===== src/rtl/vertex_attribute_to_float_macros.svh =====
// Assertion macros used by the vertex attribute converter top level.
`ifndef VERTEX_ATTRIBUTE_TO_FLOAT_MACROS_SVH
`define VERTEX_ATTRIBUTE_TO_FLOAT_MACROS_SVH

// Same-cycle implication, checked out of reset.
`define VAF_ASSERT_IMP(lbl, ante, cons) \
    lbl: assert property (@(posedge clk) disable iff (!rst_n) (ante) |-> (cons)) \
        else $error("vaf: implication check failed");

// Next-cycle implication, checked out of reset.
`define VAF_ASSERT_NXT(lbl, ante, cons) \
    lbl: assert property (@(posedge clk) disable iff (!rst_n) (ante) |=> (cons)) \
        else $error("vaf: next-cycle check failed");

`endif


===== src/rtl/vaf_pkg.sv =====
// Shared types, codes and constants of the vertex attribute converter.
`default_nettype none
package vaf_pkg;

    // Data format codes
    localparam logic [3:0] FMT_BYTE   = 4'd0;
    localparam logic [3:0] FMT_UBYTE  = 4'd1;
    localparam logic [3:0] FMT_SHORT  = 4'd2;
    localparam logic [3:0] FMT_USHORT = 4'd3;
    localparam logic [3:0] FMT_INT    = 4'd4;
    localparam logic [3:0] FMT_UINT   = 4'd5;
    localparam logic [3:0] FMT_FLOAT  = 4'd6;
    localparam logic [3:0] FMT_DOUBLE = 4'd7;
    localparam logic [3:0] FMT_HALF   = 4'd8;

    // Register indexes
    localparam logic [1:0] REG_COUNT  = 2'd0;
    localparam logic [1:0] REG_FORMAT = 2'd1;
    localparam logic [1:0] REG_NORM   = 2'd2;
    localparam logic [1:0] REG_PAD    = 2'd3;

    localparam int NUM_STAGES = 5;

    typedef struct packed {
        logic [2:0]  count;
        logic [3:0]  fmt;
        logic        norm;
        logic [31:0] pad;
    } cfg_t;

    // float32 reciprocal of the integer format's maximum
    function automatic logic [31:0] recip_bits(input logic [3:0] fmt);
        logic [31:0] r;
        case (fmt)
            FMT_BYTE:   r = 32'h3C01_0204;
            FMT_UBYTE:  r = 32'h3B80_8081;
            FMT_SHORT:  r = 32'h3800_0100;
            FMT_USHORT: r = 32'h3780_0080;
            FMT_INT:    r = 32'h3000_0000;
            FMT_UINT:   r = 32'h2F80_0000;
            default:    r = 32'h3F80_0000;
        endcase
        return r;
    endfunction

    // leading zero count of a 32-bit word (32 when zero)
    function automatic logic [5:0] lzc32(input logic [31:0] v);
        logic [5:0] n;
        n = 6'd32;
        for (int i = 0; i < 32; i++) begin
            if (v[i]) begin
                n = 6'(31 - i);
            end
        end
        return n;
    endfunction

endpackage
`default_nettype wire


===== src/rtl/vaf_cfg_regs.sv =====
// APB-style configuration registers of the vertex attribute converter.
`default_nettype none
module vaf_cfg_regs (
    input  wire logic         clk,
    input  wire logic         rst_n,
    input  wire logic         psel,
    input  wire logic         penable,
    input  wire logic         pwrite,
    input  wire logic [3:0]   paddr,
    input  wire logic [31:0]  pwdata,
    output logic [31:0]       prdata,
    output logic              pready,
    output vaf_pkg::cfg_t     cfg
);

    logic [2:0]  count_reg;
    logic [3:0]  fmt_reg;
    logic        norm_reg;
    logic [31:0] pad_reg;
    logic        wr_en;

    assign pready = 1'b1;
    assign wr_en  = psel && penable && pwrite;

    // register writes
    always_ff @(posedge clk or negedge rst_n) begin
        if (!rst_n) begin
            count_reg <= 3'd4;
            fmt_reg   <= vaf_pkg::FMT_FLOAT;
            norm_reg  <= 1'b0;
            pad_reg   <= 32'h3F80_0000;
        end else if (wr_en) begin
            unique case (paddr[3:2])
                vaf_pkg::REG_COUNT:  count_reg <= pwdata[2:0];
                vaf_pkg::REG_FORMAT: fmt_reg   <= pwdata[3:0];
                vaf_pkg::REG_NORM:   norm_reg  <= pwdata[0];
                vaf_pkg::REG_PAD:    pad_reg   <= pwdata;
                default:             count_reg <= count_reg;
            endcase
        end
    end

    // read mux
    always_comb begin
        unique case (paddr[3:2])
            vaf_pkg::REG_COUNT:  prdata = {29'd0, count_reg};
            vaf_pkg::REG_FORMAT: prdata = {28'd0, fmt_reg};
            vaf_pkg::REG_NORM:   prdata = {31'd0, norm_reg};
            vaf_pkg::REG_PAD:    prdata = pad_reg;
            default:             prdata = 32'd0;
        endcase
    end

    assign cfg.count = count_reg;
    assign cfg.fmt   = fmt_reg;
    assign cfg.norm  = norm_reg;
    assign cfg.pad   = pad_reg;

endmodule
`default_nettype wire


===== config.mk =====
export PLATFORM = sky130hd
export DESIGN_NAME = vaf_cfg_regs
export DESIGN_NICKNAME = d
export VERILOG_FILES = /design/src/rtl/vertex_attribute_to_float_macros.svh /design/src/rtl/vaf_pkg.sv /design/src/rtl/vaf_cfg_regs.sv
export SDC_FILE = /design/constraint.sdc
export NUM_CORES = 1
export LEC_CHECK = 0
export BUFFER_PORTS_ARGS = -buffer_cell sky130_fd_sc_hd__buf_2
export CAP_MARGIN = 20
export CORE_MARGIN = 5
export CORE_UTILIZATION = 35
export DETAILED_ROUTE_END_ITERATION = 16
export GPL_TIMING_DRIVEN = 0
export PLACE_DENSITY = 0.67
export REMOVE_ABC_BUFFERS = 1
export SETUP_SLACK_MARGIN = 0.2
export SYNTH_ARGS = -nofsm -noshare
export SYNTH_HDL_FRONTEND = slang
export SYNTH_SLANG_ARGS = --single-unit

===== constraint.sdc =====
create_clock -name clk -period 1.3 [get_ports clk]
set_input_delay 0.26 -clock clk [delete_from_list [all_inputs] [get_ports clk]]
set_output_delay 0.26 -clock clk [all_outputs]
set_load 0.01 [all_outputs]

* Word-level counts from Yosys, hierarchy flattened
Index checks and enable logic that the tools add are counted. W data, S select, Z words.
Storage, ports and cells: latch bits 0, input bits 41, flip-flop bits (word level) 40, memories kept 0, word-level logic and storage cells 15, ROM bits 0, output and inout port bits 73, memory bits (writable) 0
Cells by class: order comparisons 0, shift operators 0, bitwise operators 0, mux-type cells 1, equality and inequality tests 3, reduce and logical (&&, ||, !) cells 7, multipliers 0, div/mod/pow operators 0, add/sub/neg operators 0
Operators by type and width (number):
- $pmux W32 S4 | 1
- $reduce_and A2 Y1 | 4
- $eq A2 B2 Y1 const B | 2
- $eq A2 B1 Y1 const B | 1
- $logic_and A1 B1 Y1 | 2
- $logic_not A2 Y1 | 1

* Longest topological paths before layout
Gate-level depths: netlist (run 1).
depth after elaboration 3, gate-level depth with buffers 4, depth with buffers taken out 3

* Worst setup path before layout (run 1)
No wires, ideal clock.
path type in2reg, from input paddr[3], to register fmt_reg[0], stages on the path 3, required time 1.175 ns, path buffers 1, slack 0.057 ns, setup time 0.125 ns, arrival 1.118 ns, path through buf_2 > or3b_4 > mux2_4
On the way: word-level cells in the longest chain between the ends 2
Ends and longest elaborated chain:
- from (decl) | RTL line vaf_cfg_regs.sv:9 | input wire logic [3:0] paddr,
- $eq A2 B1 Y1 | RTL line vaf_cfg_regs.sv:33 | unique case (paddr[3:2])
- $reduce_and A2 Y1 (no line)
- to (signal assigned) | RTL line vaf_cfg_regs.sv:29 | fmt_reg <= vaf_pkg::FMT_FLOAT;
- to (signal assigned) | RTL line vaf_cfg_regs.sv:35 | vaf_pkg::REG_FORMAT: fmt_reg <= pwdata[3:0];
- to (decl) | RTL line vaf_cfg_regs.sv:17 | logic [3:0] fmt_reg;
No other way between the ends. A chain may end at the register's enable or synchronous reset.

* Worst setup path after layout (run 1)
from register pad_reg[0], to output prdata[0]
On the way: word-level cells in the longest chain between the ends 1
Ends and longest elaborated chain:
- from (decl) | RTL line vaf_cfg_regs.sv:19 | logic [31:0] pad_reg;
- from (signal assigned) | RTL line vaf_cfg_regs.sv:37 | vaf_pkg::REG_PAD: pad_reg <= pwdata;
- $pmux W32 S4 | RTL line vaf_cfg_regs.sv:45 | unique case (paddr[3:2])
- to (decl) | RTL line vaf_cfg_regs.sv:11 | output logic [31:0] prdata,
No other way between the ends.

==> results of run 1 <==
## cells by family after synthesis
group	share of synthesized area
mux	0.281
other cells	0.00202
compound gates	0.00540
simple gates	0.128
buf+inv	0.0371
flops	0.547
## placed cells by master, fill, tap and decap left out, drive strengths merged, types with 2 or more instances in the layout
master	count
nor2	2
nand3	3
and3	28
clkbuf	6
mux2	40
dfstp	10
dfrtp	30
o21ai	2
buf	154
mux2i	3
## stage by stage
stage	hold WS (ns)	TNS (ns)	cell area, sq um
after global routing	0.140	-1.98	3330
after floorplan	-0.0356	-13.84	1790
after CTS	0.105	-1.08	3070
final	0.0817	-1.13	3330
after global placement	0.431	-47.88	2420
after detailed placement	0.430	-33.63	2430
## synthesized netlist by cell type, drive strengths merged
library cell   n  share of area
buf            7          0.025
nor2b          1         0.0034
nor3b          1         0.0041
mux2          40           0.25
mux2i          3          0.016
and3          28          0.095
nand2          1         0.0020
dfstp         10           0.14
nor2           1         0.0034
conb           1         0.0020
mux4           1          0.014
nor3           1         0.0027
dfrtp         30           0.40
or3b           1         0.0061
o21ai          2         0.0054
clkbuf         6          0.012
nand3          3          0.011
## critical path, delay by kind of cell, from the launching register on
family                 cells  cell delay [ns]
DFF                        1             0.39
muxes                      1             0.48
buffers and inverters      1             0.14
## power groups by stage
stage	combinational, uW	sequential, uW	clock, uW
6_report	2020	1810	1080
2_1_floorplan	424	1930	0
5_1_grt	2160	1850	1170
3_3_place_gp	1100	1800	0
4_1_cts	1770	1800	1110
3_5_place_dp	1110	1810	0
## cell type report
class	count	share of cell area
repair buffers	154	0.381
flip-flops and latches	40	0.305
clock inverters	2	0.0117
clock buffers	6	0.0248
multi-input cells	85	0.252
well taps	70	0.0263
## per-layer routing
metal | track usage | vias to the layer above
met5 | 0 | -
met1 | 0.187 | 811
met2 | 0.309 | 61
met3 | 0.0464 | 2
met4 | 0.0408 | 0
li1 | - | 785
## worst max-delay path by stage
| stage | start | end | cells past startpoint | slack (ns) |
|---|---|---|---|---|
| 2_1_floorplan | pwrite | pad_reg[0]$_DFFE_PN0P_ | 3 | -0.44 |
| 6_report | pad_reg[0]$_DFFE_PN0P_ | prdata[0] | 2 | -0.25 |
| 5_1_grt | pad_reg[0]$_DFFE_PN0P_ | prdata[0] | 2 | -0.32 |
| 4_1_cts | pad_reg[0]$_DFFE_PN0P_ | prdata[0] | 2 | -0.26 |
| 3_5_place_dp | paddr[2] | pad_reg[11]$_DFFE_PN0P_ | 4 | -0.93 |
| 3_3_place_gp | paddr[2] | pad_reg[7]$_DFFE_PN0P_ | 4 | -1.40 |
## timing repair
item / in CTS / in global routing
pin swaps: 15 / 15
gates resized for setup: 61 / 28
hold buffers: 0 / 0
buffers inserted: 29 / 15
gates cloned: 1 / 0
setup endpoints to repair: 108 / 90
==> run_results.csv, run 1 <==
group,metric,value,unit
status,outcome,"complete, but fails checks",
status,violations,"negative setup slack",
critical_path,worstPathMaxFanout,2,
floorplanning,boundaryPins,114,
power_and_ir_drop,clkPwrFrac,0.219,
clock_network,cts_buffer_depth,2,
power_and_ir_drop,p_seq_frac,0.369,
floorplanning,die_x,82.8,um
power_and_ir_drop,p_switching,1390,uW
clock_network,cts_buffers,5,
timing,rsz0062_at_grt,"yes",
critical_path,crit_path_start_kind,"register",
routing,wl_per_cell,16.3,um
power_and_ir_drop,power_density,1480,mW/mm^2
floorplanning,core,0.00514,sq mm
grt,grt-ovfl-total,0,
floorplanning,floorplan.die_area,0.00685,sq mm
layout,largest_reg_flops,32,
placed_design,place_congestion,0.705,
routing,drt-total-wl,5830,um
timing,fin_skew,0,ns
power_and_ir_drop,p_sw_frac,0.283,
grt,track_usage,0.167,
routing,wl_met2,3220,um
timing,period_minus_slack,1.55,ns
placed_design,dp_slack,-0.929,ns
grt,grt_antenna_before_repair,0,
synth,ys_warn_count,0,
placed_design,numPortBuffers,110,
power_and_ir_drop,ir_drop,749,uV
critical_path,critPathCaptureType,"output port",
routing,viasPerCell,4.65,
synth,ys_seq_area_frac,0.547,
power_and_ir_drop,power,4920,uW
power_and_ir_drop,static-leakage-power,0.00174,uW
routing,antenna_left,0,
layout,instances_no_fill,357,
layout,fill_cells,408,
timing,fin_crit_sh,1.19,
clock_network,tritoncts,"built",
grt,grt_pass1_vias,1717,
synth,syn_area,0.00185,sq mm
critical_path,worstPathRequired,1.04,ns
routing,highest_layer,"met4",
timing,fmaxAchievable,0.644,GHz
timing,slew_viol_final,0,
routing,route.met3.wl,321,um
synth,synth_cells,137,
timing,maxSlewHeadroom,0.408,
critical_path,worst_path_largest_cell_delay,0.48,ns
critical_path,crit_slowest_cell,"mux4_2",
clock_network,htreeDepth,2,
layout,syn_to_final_growth,79.5,%
routing,dr.pass1.iters,4,
placed_design,place_inst,304,
floorplanning,initial_core_util,0.361,
critical_path,worstReg2RegEnd,"pad_reg[3]$_DFFE_PN0P_",
critical_path,worstPathCellList,"mux4_2 -> buf_6",
flow_run,maxCapViolations,0,
critical_path,crit_type,"reg -> out",
floorplanning,dieHeight,82.8,um
routing,drt_iter0_drc,22,
timing,worstMarginPinSlew,0.888,ns
layout,fin_nets,327,
layout,multiInputGateArea,837,sq um
critical_path,worstPathArrival,1.29,ns
routing,wl_met1,2270,um
power_and_ir_drop,intPower,3530,uW
synth,synth_cell_type_count,23,
critical_path,rrSetupSlack,0.10,ns
synth,ys_seq_elements,40,
floorplanning,rows,26,
layout,drive_gt1_frac,0.777,
timing,hold_viol,0,
clock_network,root_buffer,"clkbuf_8",
routing,drc_errors,0,
critical_path,r2r_start,"pad_reg[3]$_DFFE_PN0P_",
timing,setup_viol,13,
layout,num_antenna_cells,0,
layout,fin_util,0.648,
clock_network,clk_latency,0.29,ns
timing,setup_slack,-0.252,ns
grt,grt_max_degree,41,
placed_design,hpwl,3310,um
synth,syn_area_per_cell,13.5,sq um
layout,ff_latch_area,0.00101,sq mm
grt,grt_pass1_wl,8420,um
critical_path,r2r_cells,5,
min_path,hold_path.class,"in -> async",
clock_network,cts.clk_slew.worst_paths,0.09,ns
routing,vias,1659,
clock_network,clock-sinks,40,
power_and_ir_drop,power_frac_comb,0.412,
(Power assumes the default switching activity.)
==> run 2: changes to the inputs <==
- CORE_ASPECT_RATIO: unset -> 1.5
- PLACE_DENSITY: 0.67 -> unset
- PLACE_DENSITY_LB_ADDON: unset -> 0.15
- SETUP_SLACK_MARGIN: 0.2 -> unset
==> run 2 against run 1 <==
Net effect: the flow still finishes with violations (negative setup slack); highest routed layer unchanged; sequential share of layout area up 6.1 points; largest cell class is now flip-flops and latches; clock power shrank 9%; die area grew 0.44%; largest power group is now sequential cells; worst setup slack improved by 0.0053 ns; clock skew unchanged; utilization shrank 11 points.
==> run_results.csv, run 2 (same netlist as run 1, synthesis figures left out) <==
group,metric,value,unit
status,outcome,"complete, but fails checks",
status,violations,"negative setup slack",
placed_design,numPortBuffers,110,
critical_path,worstPathCellList,"mux4_2 -> buf_6",
routing,highest_layer,"met4",
layout,layout_common_cells,"99 x buf_2, 33 x mux2_2, 30 x dfrtp_1, 24 x and3_1, 13 x buf_6",
layout,fin_area,0.00277,sq mm
layout,largest_reg_flops,32,
clock_network,postCtsHoldBufs,0,
routing,wl_per_cell,14.7,um
critical_path,worstPathMaxFanout,3,
clock_network,root_buffer,"clkbuf_8",
timing,hold_ws,0.0875,ns
critical_path,r2r_start,"pad_reg[23]$_DFFE_PN1P_",
timing,fmaxAchievable,0.647,GHz
timing,fin_skew,0,ns
critical_path,crit_end,"prdata[0]",
critical_path,critPathLaunch,"norm_reg$_DFFE_PN0P_",
timing,maxSlewHeadroom,0.429,
grt,grt_pass1_vias,1552,
critical_path,cp.depth,2,
floorplanning,core,0.00516,sq mm
grt,grt_antenna_before_repair,0,
grt,grt_pass1_wl,7740,um
clock_network,cts_buffers,5,
routing,vias,1539,
power_and_ir_drop,ir_drop,944,uV
grt,grt-ovfl-total,0,
power_and_ir_drop,static-leakage-power,0.00150,uW
floorplanning,boundaryPins,114,
timing,worstMarginPinSlew,0.857,ns
clock_network,clock-sinks,40,
layout,drive_gt1_frac,0.729,
critical_path,critPathTopFamily,"multiplexers",
clock_network,cts.clk_slew.worst_paths,0.07,ns
floorplanning,die_x,69.4,um
timing,slew_viol_final,0,
routing,drt_iter0_drc,39,
critical_path,worstPathArrival,1.29,ns
timing,setup_slack,-0.247,ns
timing,hold_viol,0,
floorplanning,rows,32,
critical_path,crit_path_start_kind,"register",
critical_path,crit_type,"reg -> out",
layout,fin_nets,298,
timing,fin_crit_sh,1.19,
critical_path,worstReg2RegEnd,"pad_reg[23]$_DFFE_PN1P_",
critical_path,critPathCaptureType,"output port",
layout,num_antenna_cells,0,
routing,route.met3.wl,328,um
power_and_ir_drop,power_density,1470,mW/mm^2
floorplanning,dieHeight,99.1,um
clock_network,htreeDepth,2,
floorplanning,floorplan.die_area,0.00688,sq mm
routing,dr.pass1.iters,4,
critical_path,r2r_cells,3,
grt,track_usage,0.137,
critical_path,path_buf_inv,1,
placed_design,hpwl,3230,um
timing,rsz0062_at_grt,"yes",
min_path,hold_path.class,"in -> async",
routing,wl_met1,1810,um
flow_run,maxCapViolations,0,
critical_path,rrSetupSlack,0.38,ns
floorplanning,initial_core_util,0.359,
timing,setup_viol,10,
clock_network,cts_buffer_depth,2,
routing,viasPerCell,4.72,
critical_path,crit_slowest_cell,"mux4_2",
clock_network,clk_latency,0.28,ns
critical_path,worstPathRequired,1.04,ns
placed_design,place_congestion,0.687,
layout,syn_to_final_growth,49.6,%
routing,antenna_left,0,
routing,drc_errors,0,
routing,drt-total-wl,4780,um
grt,grt_max_degree,41,
layout,mostFrequentLayoutCell,"buf_2",
critical_path,worst_path_largest_cell_delay,0.48,ns
timing,period_minus_slack,1.55,ns
clock_network,tritoncts,"built",
placed_design,placed_area,0.00243,sq mm
routing,wl_met2,2600,um
## run 2: cell types whose count changed in the layout (fill, tap and decap cells not counted), moves of 2 or more
cell / previous run / this run
and3_1: 21 / 24
buf_4: 15 / 11
buf_2: 71 / 99
buf_6: 64 / 13
and3_4: 7 / 4
buf_12: 4 / 2
## run 2: layout make-up
type                       instances  area, sq um
sequential                        40         1010
multi-input combinational         85          803
fill                             488         2390
tap                               68         85.1
timing repair buffer             125          764
clock buffer                       6         72.6
clock inverter                     2         35.0
## run 2: where the power goes
group          switching [uW]  internal (uW)
logic                     557            757
clock network             409            570
registers                 198           1590
## run 2: metrics by stage
stage	TNS, ns	utilization	std cells	setup WS [ns]	total power (uW)
global route	-1.36	0.537	326	-0.309	4320
detailed placement	-35.92	0.470	302	-0.984	2920
global placement	-48.72	0.469	302	-1.42	2900
CTS	-0.901	0.518	321	-0.261	4030
finish	-0.848	0.537	326	-0.247	4080
floorplan	-13.84	-	124	-0.444	2350
## run 2: worst min-delay path by stage
stage,cells after the start,start,endpoint
floorplan,0,rst_n,count_reg[0]$_DFFE_PN0P_
global placement,1,rst_n,pad_reg[10]$_DFFE_PN0P_
detailed placement,1,rst_n,count_reg[0]$_DFFE_PN0P_
CTS,1,rst_n,count_reg[1]$_DFFE_PN0P_
global route,1,rst_n,pad_reg[0]$_DFFE_PN0P_
finish,1,rst_n,pad_reg[10]$_DFFE_PN0P_
## run 2: worst register-to-register path, cell delays in order, from the launching register on
cell     delay [ns]
dfstp_2        0.38
buf_6          0.11
buf_4          0.12
mux2_2         0.25
## run 2: per-layer routing
layer / global-route usage / up-vias
met2: 0.246 / 57
met3: 0.0364 / 4
li1: - / 726
met4: 0.0496 / 0
met5: 0 / -
met1: 0.155 / 752
## run 2: what timing repair did
| action | in CTS | in global routing |
|---|---|---|
| gates resized for setup | 12 | 12 |
| cloned | 1 | 0 |
| pin swaps | 2 | 0 |
| buffers inserted | 10 | 5 |
| endpoints found under the setup margin | 68 | 19 |
